`config.mk`:
```
export PLATFORM = sky130hd
export DESIGN_NAME = skin_conductance_converter
export DESIGN_NICKNAME = d
export VERILOG_FILES = /design/src/rtl/scc_pkg.sv /design/src/rtl/skin_conductance_converter.sv
export SDC_FILE = /design/constraint.sdc
export NUM_CORES = 1
export LEC_CHECK = 0
export BUFFER_PORTS_ARGS = -buffer_cell sky130_fd_sc_hd__buf_2
export CELL_PAD_IN_SITES_DETAIL_PLACEMENT = 1
export CELL_PAD_IN_SITES_GLOBAL_PLACEMENT = 2
export CORE_UTILIZATION = 25
export CTS_BUF_LIST = sky130_fd_sc_hd__clkbuf_8
export CTS_CLUSTER_SIZE = 10
export DETAILED_ROUTE_END_ITERATION = 12
export PLACE_DENSITY_LB_ADDON = 0.1
export SETUP_SLACK_MARGIN = 0.2
export SYNTH_ARGS = -nofsm -noshare
export SYNTH_HDL_FRONTEND = slang
export SYNTH_SLANG_ARGS = --single-unit
export TNS_END_PERCENT = 20
```
`constraint.sdc`:
```
create_clock -name clk_i -period 6.1 [get_ports clk_i]
set_input_delay 0.61 -clock clk_i [delete_from_list [all_inputs] [get_ports clk_i]]
set_output_delay 0.61 -clock clk_i [all_outputs]
set_load 0.01 [all_outputs]
```
`src/rtl/scc_pkg.sv`:
```
// ----------------------------------------------------------------------------
// scc_pkg
// Shared widths, register map and reset values of the skin conductance
// converter.
// ----------------------------------------------------------------------------
package scc_pkg;

  // Configuration port geometry.
  localparam int unsigned ApbAddrW = 4;
  localparam int unsigned ApbDataW = 32;

  // Register word indices (taken from paddr[3:2]).
  localparam logic [1:0] RegOpenThr   = 2'd0;
  localparam logic [1:0] RegSpikeLim  = 2'd1;
  localparam logic [1:0] RegGain      = 2'd2;

  // Field widths fixed by the register and stream definitions.
  localparam int unsigned SampleW  = 16;
  localparam int unsigned CondW    = 16;
  localparam int unsigned ThrW     = 16;
  localparam int unsigned LimitW   = 27;
  localparam int unsigned GainW    = 11;

  // Register reset values.
  localparam logic [ThrW-1:0]   OpenThrRst  = 16'hF3C0;
  localparam logic [LimitW-1:0] SpikeLimRst = 27'd21000;
  localparam logic [GainW-1:0]  GainRst     = 11'd2000;

  // Saturation ceiling of the conductance output.
  localparam logic [CondW-1:0]  CondMax     = 16'hFFFF;

endpackage

```
`src/rtl/skin_conductance_converter.sv`:
```
// ----------------------------------------------------------------------------
// skin_conductance_converter
// Turns one ADC word of a skin-resistance divider into a scaled conductance
// gain*(2^ADC_BITS - adc)/adc, with open-circuit detection, spike rejection
// against the last accepted value and saturation to 16 bits.
//
//   Channel   Direction  tdata (low bit up)       tuser (low bit up)
//   s_axis    in         adc_sample[15:0]         -
//   m_axis    out        conductance[15:0]        open_circuit, spike_held
//   apb       cfg        0x0 open_threshold, 0x4 spike_limit, 0x8 gain
//
// A word below the threshold passes through the multiply state, the
// restoring divider and the compare state, which loads the result into the
// output register; the sequencer then returns to idle and can take the next
// word. An open-circuit word goes from idle straight to the compare state.
// The divider is a single shared subtract/shift unit; it sets the rate.
// s_axis_tready is high only while the sequencer is idle. A finished result
// waits in the compare state while the output register is still occupied,
// which adds the output stall cycles to the word.
// Reset clears the stored conductance and loads register defaults.
// ----------------------------------------------------------------------------
module skin_conductance_converter
  import scc_pkg::*;
#(
  parameter int unsigned ADC_BITS = 16
) (
  input  logic                clk_i,
  input  logic                rst_ni,
  // Sample stream.
  input  logic                s_axis_tvalid,
  output logic                s_axis_tready,
  input  logic [SampleW-1:0]  s_axis_tdata,   // [15:0] adc_sample
  // Result stream.
  output logic                m_axis_tvalid,
  input  logic                m_axis_tready,
  output logic [CondW-1:0]    m_axis_tdata,   // [15:0] conductance
  output logic [1:0]          m_axis_tuser,   // [0] open_circuit, [1] spike_held
  // Configuration port.
  input  logic                psel,
  input  logic                penable,
  input  logic                pwrite,
  input  logic [ApbAddrW-1:0] paddr,
  input  logic [ApbDataW-1:0] pwdata,
  output logic [ApbDataW-1:0] prdata,
  output logic                pready
);

  localparam int unsigned NumW   = GainW + ADC_BITS;
  localparam int unsigned DiffW  = (NumW > LimitW) ? NumW : LimitW;
  localparam int unsigned CntW   = $clog2(NumW + 1);
  localparam logic [CntW-1:0] LastStep = CntW'(NumW - 1);

  typedef enum logic [1:0] {
    StIdle,
    StMul,
    StDiv,
    StCmp
  } state_e;

  // Configuration registers.
  logic [ThrW-1:0]   open_thr_q;
  logic [LimitW-1:0] spike_lim_q;
  logic [GainW-1:0]  gain_q;

  // Sequencer and datapath registers.
  state_e              state_q;
  logic                open_q;
  logic [ADC_BITS-1:0] div_q;
  logic [ADC_BITS:0]   rem_q;
  logic [NumW-1:0]     quo_q;
  logic [CntW-1:0]     cnt_q;
  logic [CondW-1:0]    last_q;
  logic                out_vld_q;
  logic [CondW-1:0]    out_data_q;
  logic [1:0]          out_user_q;

  // Combinational datapath signals.
  logic [ADC_BITS-1:0] adc_w;
  logic [ADC_BITS-1:0] adc_nz;
  logic [ADC_BITS-1:0] sub_w;
  logic [NumW-1:0]     prod_w;
  logic [ADC_BITS:0]   shifted_w;
  logic [ADC_BITS+1:0] trial_w;
  logic                neg_w;
  logic [DiffW-1:0]    raw_x;
  logic [DiffW-1:0]    last_x;
  logic [DiffW-1:0]    diff_w;
  logic                spike_w;
  logic [CondW-1:0]    sat_w;
  logic                out_free;
  logic                out_load;
  logic                in_acc;
  logic                cfg_wr;

  // ---------------------------------------------------------------------
  // Configuration port: writes on the access cycle, reads return values.
  // ---------------------------------------------------------------------
  assign pready = 1'b1;
  assign cfg_wr = psel & penable & pwrite;

  always_ff @(posedge clk_i or negedge rst_ni) begin
    if (!rst_ni) begin
      open_thr_q  <= OpenThrRst;
      spike_lim_q <= SpikeLimRst;
      gain_q      <= GainRst;
    end else if (cfg_wr) begin
      unique case (paddr[3:2])
        RegOpenThr:  open_thr_q  <= pwdata[ThrW-1:0];
        RegSpikeLim: spike_lim_q <= pwdata[LimitW-1:0];
        RegGain:     gain_q      <= pwdata[GainW-1:0];
        default: ;
      endcase
    end
  end

  always_comb begin
    unique case (paddr[3:2])
      RegOpenThr:  prdata = ApbDataW'(open_thr_q);
      RegSpikeLim: prdata = ApbDataW'(spike_lim_q);
      RegGain:     prdata = ApbDataW'(gain_q);
      default:     prdata = '0;
    endcase
  end

  // ---------------------------------------------------------------------
  // Input conditioning: mask to the converter width, zero reads as one.
  // ---------------------------------------------------------------------
  assign adc_w  = s_axis_tdata[ADC_BITS-1:0];
  assign adc_nz = (adc_w == '0) ? ADC_BITS'(1) : adc_w;

  // Full scale minus the sample; exact in ADC_BITS bits because div_q >= 1.
  assign sub_w  = ADC_BITS'(0) - div_q;
  assign prod_w = NumW'(gain_q) * NumW'(sub_w);

  // One restoring divider step per cycle.
  assign shifted_w = {rem_q[ADC_BITS-1:0], quo_q[NumW-1]};
  assign trial_w   = {1'b0, shifted_w} - {2'b00, div_q};
  assign neg_w     = trial_w[ADC_BITS+1];

  // Spike check on the unsaturated quotient and saturation to 16 bits.
  assign raw_x   = DiffW'(quo_q);
  assign last_x  = DiffW'(last_q);
  assign diff_w  = (raw_x >= last_x) ? (raw_x - last_x) : (last_x - raw_x);
  assign spike_w = diff_w > DiffW'(spike_lim_q);
  assign sat_w   = (|quo_q[NumW-1:CondW]) ? CondMax : quo_q[CondW-1:0];

  assign out_free = !out_vld_q || m_axis_tready;
  assign out_load = (state_q == StCmp) && out_free;
  assign in_acc   = s_axis_tvalid && (state_q == StIdle);

  // ---------------------------------------------------------------------
  // Sequencer with its datapath and the output register.
  // ---------------------------------------------------------------------
  always_ff @(posedge clk_i or negedge rst_ni) begin
    if (!rst_ni) begin
      state_q    <= StIdle;
      open_q     <= 1'b0;
      div_q      <= '0;
      rem_q      <= '0;
      quo_q      <= '0;
      cnt_q      <= '0;
      last_q     <= '0;
      out_vld_q  <= 1'b0;
      out_data_q <= '0;
      out_user_q <= '0;
    end else begin
      // The output register takes a finished result, else drops a taken word.
      if (out_load) begin
        out_vld_q <= 1'b1;
      end else if (out_vld_q && m_axis_tready) begin
        out_vld_q <= 1'b0;
      end
      unique case (state_q)
        StIdle: begin
          if (in_acc) begin
            div_q <= adc_nz;
            if (CondW'(adc_w) >= open_thr_q) begin
              open_q  <= 1'b1;
              state_q <= StCmp;
            end else begin
              open_q  <= 1'b0;
              state_q <= StMul;
            end
          end
        end
        StMul: begin
          quo_q   <= prod_w;
          rem_q   <= '0;
          cnt_q   <= '0;
          state_q <= StDiv;
        end
        StDiv: begin
          rem_q <= neg_w ? shifted_w : trial_w[ADC_BITS:0];
          quo_q <= {quo_q[NumW-2:0], ~neg_w};
          cnt_q <= cnt_q + CntW'(1);
          if (cnt_q == LastStep) begin
            state_q <= StCmp;
          end
        end
        StCmp: begin
          if (out_free) begin
            priority if (open_q) begin
              out_data_q <= '0;
              out_user_q <= 2'b01;
            end else if (spike_w) begin
              out_data_q <= last_q;
              out_user_q <= 2'b10;
            end else begin
              out_data_q <= sat_w;
              out_user_q <= 2'b00;
              last_q     <= sat_w;
            end
            state_q <= StIdle;
          end
        end
        default: state_q <= StIdle;
      endcase
    end
  end

  assign s_axis_tready = (state_q == StIdle);
  assign m_axis_tvalid = out_vld_q;
  assign m_axis_tdata  = out_data_q;
  assign m_axis_tuser  = out_user_q;

endmodule
```
==> results.sh <==
export IMPL_outcome="finished, violations left"
export IMPL_failed_checks="setup timing"
export IMPL_max_capacitance_violation_count=0
export IMPL_end_kind="register"
export IMPL_drtPass1Iterations=4
export IMPL_avgRoutedWirePerCell_um=19.6
export IMPL_vias_in_the_first_global_route=14900
export IMPL_grt_overflow=0
export IMPL_ys_types=83
export IMPL_syn2layout_area_growth_pct=21.8
export IMPL_worst_setup_path_start_kind="register"
export IMPL_final_setup_skew_ns=0.0242
export IMPL_cp_slowest_cell="sky130_fd_sc_hd__fa_2"
export IMPL_detail_route_vias_per_cell=4.64
export IMPL_netlist_top_cells_area="sky130_fd_sc_hd__dfrtp_1 (21%), sky130_fd_sc_hd__fa_1 (15%), sky130_fd_sc_hd__ha_1 (12%), sky130_fd_sc_hd__inv_1 (6.0%), sky130_fd_sc_hd__nand2_1 (4.8%)"
export IMPL_cts_buffers=17
export IMPL_synth_seq_area_share_pct=23.7
export IMPL_fillCellCount=7584
export IMPL_synth_async_sr_flop_share_pct=100
export IMPL_hp_class="input port to async pin"
export IMPL_synth_top_cells_by_count="sky130_fd_sc_hd__inv_1 (265), sky130_fd_sc_hd__nand2_1 (211), sky130_fd_sc_hd__ha_1 (162)"
export IMPL_worst_slew_margin_rel_pct=22.3
export IMPL_antenna_found_initial=1
export IMPL_core_area_um2=64900
export IMPL_clk_pin_slew_ns=0.11
export IMPL_synth_yosys_warnings=0
export IMPL_critical_path_max_fanout=4
export IMPL_timing_final_crit_period_ns=6.30
export IMPL_drt_iter0_drc=438
export IMPL_synth_edff_count=0
export IMPL_ant_nets=0
export IMPL_grt_start_max_net_pins=92
export IMPL_setup_viol_count_final=9
export IMPL_clk_buf_depth=2
export IMPL_vias=13600
export IMPL_muxShareOfSynthArea_pct=7.66
export IMPL_cts_root_buffer="sky130_fd_sc_hd__clkbuf_8"
export IMPL_largest_family_of_logic_cells_by_synthesized_area="adder cells"
export IMPL_post_synth_top_area_fraction_pct=20.9
export IMPL_die_area_um2=67300
export IMPL_tritoncts_num_sinks=156
export IMPL_count_of_input_and_output_buffers=98
export IMPL_yosys_area_share_simple_pct=15.8
export IMPL_worst_path_buf_inv=9
export IMPL_die_height_um=259
export IMPL_layout_nets=2406
export IMPL_crit_required_ns=6.54
export IMPL_timing_critical_path_mode_cell="sky130_fd_sc_hd__buf_4"
export IMPL_detail_route_drc_violations=0
export IMPL_gp_routability_congestion=0.797
export IMPL_drv_slew=0
export IMPL_least_setup_slack_across_all_paths_after_layout_ns=-0.197
export IMPL_rsz0062_at_grt="yes"
export IMPL_clock_fmax_ghz=0.159
export IMPL_xor_xnor_fraction_of_synth_area_pct=3.54
export IMPL_final_layout_size_suffix_gt1_share_pct=25.4
export IMPL_groute_usage_overall_pct=17.8
export IMPL_criticalPathCategory="register to register"
export IMPL_syn_area_um2=16600
export IMPL_synth_largest_area_cell="sky130_fd_sc_hd__dfrtp_1"
export IMPL_routed_wire_length_um=57200
export IMPL_worst_slew_pin_slew_ns=1.16
export IMPL_worst_skew_pair_late_latency_ns=0.55
export IMPL_synth_ff_type="sky130_fd_sc_hd__dfrtp_1"
export IMPL_max_stage_delay_ns=0.53
export IMPL_site_rows=93
export IMPL_fp_dieW_um=259
export IMPL_fin_crit_sh_pct=103
export IMPL_yosys_area_share_adder_pct=27.7
export IMPL_post_synth_inst_count=1862
export IMPL_yosysMostFrequentCell="sky130_fd_sc_hd__inv_1"
export IMPL_dp_hpwl_um=46900
export IMPL_fin_setup_tns_ns=-0.920
export IMPL_synth_compound_area_share_pct=13.1
export IMPL_ctsHoldBuffers=0
export IMPL_postSynthAreaPerCell_um2=8.89
export IMPL_critPathTopFamily="adder cells"
export IMPL_arrival_ns=6.73
export IMPL_initial_utilization_pct=25.5
export IMPL_final_hold_viols=0
export IMPL_wire_length_of_the_first_global_routing_pass_um=91200
export IMPL_ys_ff_latch=156
export IMPL_tritoncts="done"
export IMPL_pin_count=112
export IMPL_h_tree_depth=4
## placed cells by master, fill, tap and decap left out, types with 26 or more instances in the layout
cell and count:
sky130_fd_sc_hd__a21o_1 43, sky130_fd_sc_hd__buf_2 98, sky130_fd_sc_hd__o21ai_0 96, sky130_fd_sc_hd__dfrtp_1 138, sky130_fd_sc_hd__and2_1 108, sky130_fd_sc_hd__mux2i_1 57
sky130_fd_sc_hd__xor2_1 26, sky130_fd_sc_hd__a21oi_1 66, sky130_fd_sc_hd__xnor2_1 29, sky130_fd_sc_hd__inv_1 249, sky130_fd_sc_hd__nand2_1 196, sky130_fd_sc_hd__nor2_1 66
sky130_fd_sc_hd__fa_1 118, sky130_fd_sc_hd__ha_1 146, sky130_fd_sc_hd__mux2_2 62, sky130_fd_sc_hd__buf_4 151
## registers in the layout (all words and copies together) (netlist names)
signal         count
cnt_q              5
div_q             16
gain_q            11
last_q            16
m_axis_tdata      16
m_axis_tuser       2
m_axis_tvalid      1
open_q             1
open_thr_q        16
quo_q             27
rem_q             16
spike_lim_q       27
state_q            2
## worst reg2reg max path, delay by kind of cell (launching register included)
family / cells / cell delay (ns)
compound gates: 3 / 0.78
xor+xnor: 1 / 0.14
fa+ha+maj: 6 / 2.72
buf+inv: 9 / 0.94
flops: 1 / 0.40
mux: 1 / 0.13
simple gates: 10 / 1.09
## layer usage
layer / share of wire [%] / global-route usage [%]
met1: 51 / 25.3
met5: 0 / 0
met3: 1.6 / 1.91
met2: 46 / 28.8
met4: 1.4 / 3.89
## per-stage QoR
| step | std cells | area [um^2] | hold WS [ns] | setup slack (ns) | utilization (%) |
|---|---|---|---|---|---|
| 5_1_grt | 2926 | 20200 | 0.0399 | -0.492 | 31.1 |
| 6_report | 2927 | 20200 | 0.0289 | -0.197 | 31.1 |
| 3_3_place_gp | 2856 | 18900 | 0.465 | -0.437 | 29.1 |
| 4_1_cts | 2907 | 19700 | 0.0149 | -0.227 | 30.3 |
| 3_5_place_dp | 2856 | 18900 | 0.470 | -0.486 | 29.1 |
| 2_1_floorplan | 1866 | 16700 | 0.314 | 0.205 | - |
## layout make-up
type,instances,area [um^2],share of cell area (%)
clock inverter,13,121,0.602
tap,855,1070,5.30
antenna,2,5.00,0.0248
multi-input combinational,1353,12000,59.3
timing repair buffer,264,1830,9.06
clock buffer,19,262,1.30
sequential,156,3930,19.5
inverter,265,995,4.93
## worst paths after layout
check | from | slack [ns] | cells past startpoint | endpoint
min reg2reg | m_axis_tdata[1]$_DFFE_PN0P_ | 0.49 | 2 | m_axis_tdata[1]$_DFFE_PN0P_
max in group asynchronous | rst_ni | 4.99 | 2 | rem_q[14]$_DFFE_PN0P_
max | div_q[2]$_DFFE_PN0P_ | -0.20 | 30 | quo_q[25]$_DFFE_PN0P_
min | rst_ni | 0.03 | 1 | m_axis_tdata[14]$_DFFE_PN0P_
min in group clk_i | pwdata[18] | 0.26 | 3 | spike_lim_q[18]$_DFFE_PN0P_
max reg2reg | div_q[2]$_DFFE_PN0P_ | -0.20 | 30 | quo_q[25]$_DFFE_PN0P_
## cell families (layout without fill, tap and decap cells)
family          Yosys count  count (layout)
mux                     119             119
xor+xnor                 67              67
fa+ha+maj               290             290
simple gates            531             531
other cells               2               8
flops                   156             156
buf+inv                 357             561
compound gates          340             340
## what timing repair did
item                       in CTS  in global routing
resized for setup              52                 87
buffers inserted               19                 17
setup endpoints to repair      17                 48
gates cloned                    0                  1
pin swaps                      57                 73
Power is not shown: default switching activity piles up to over one toggle a cycle in this logic, so the estimate is an artifact.
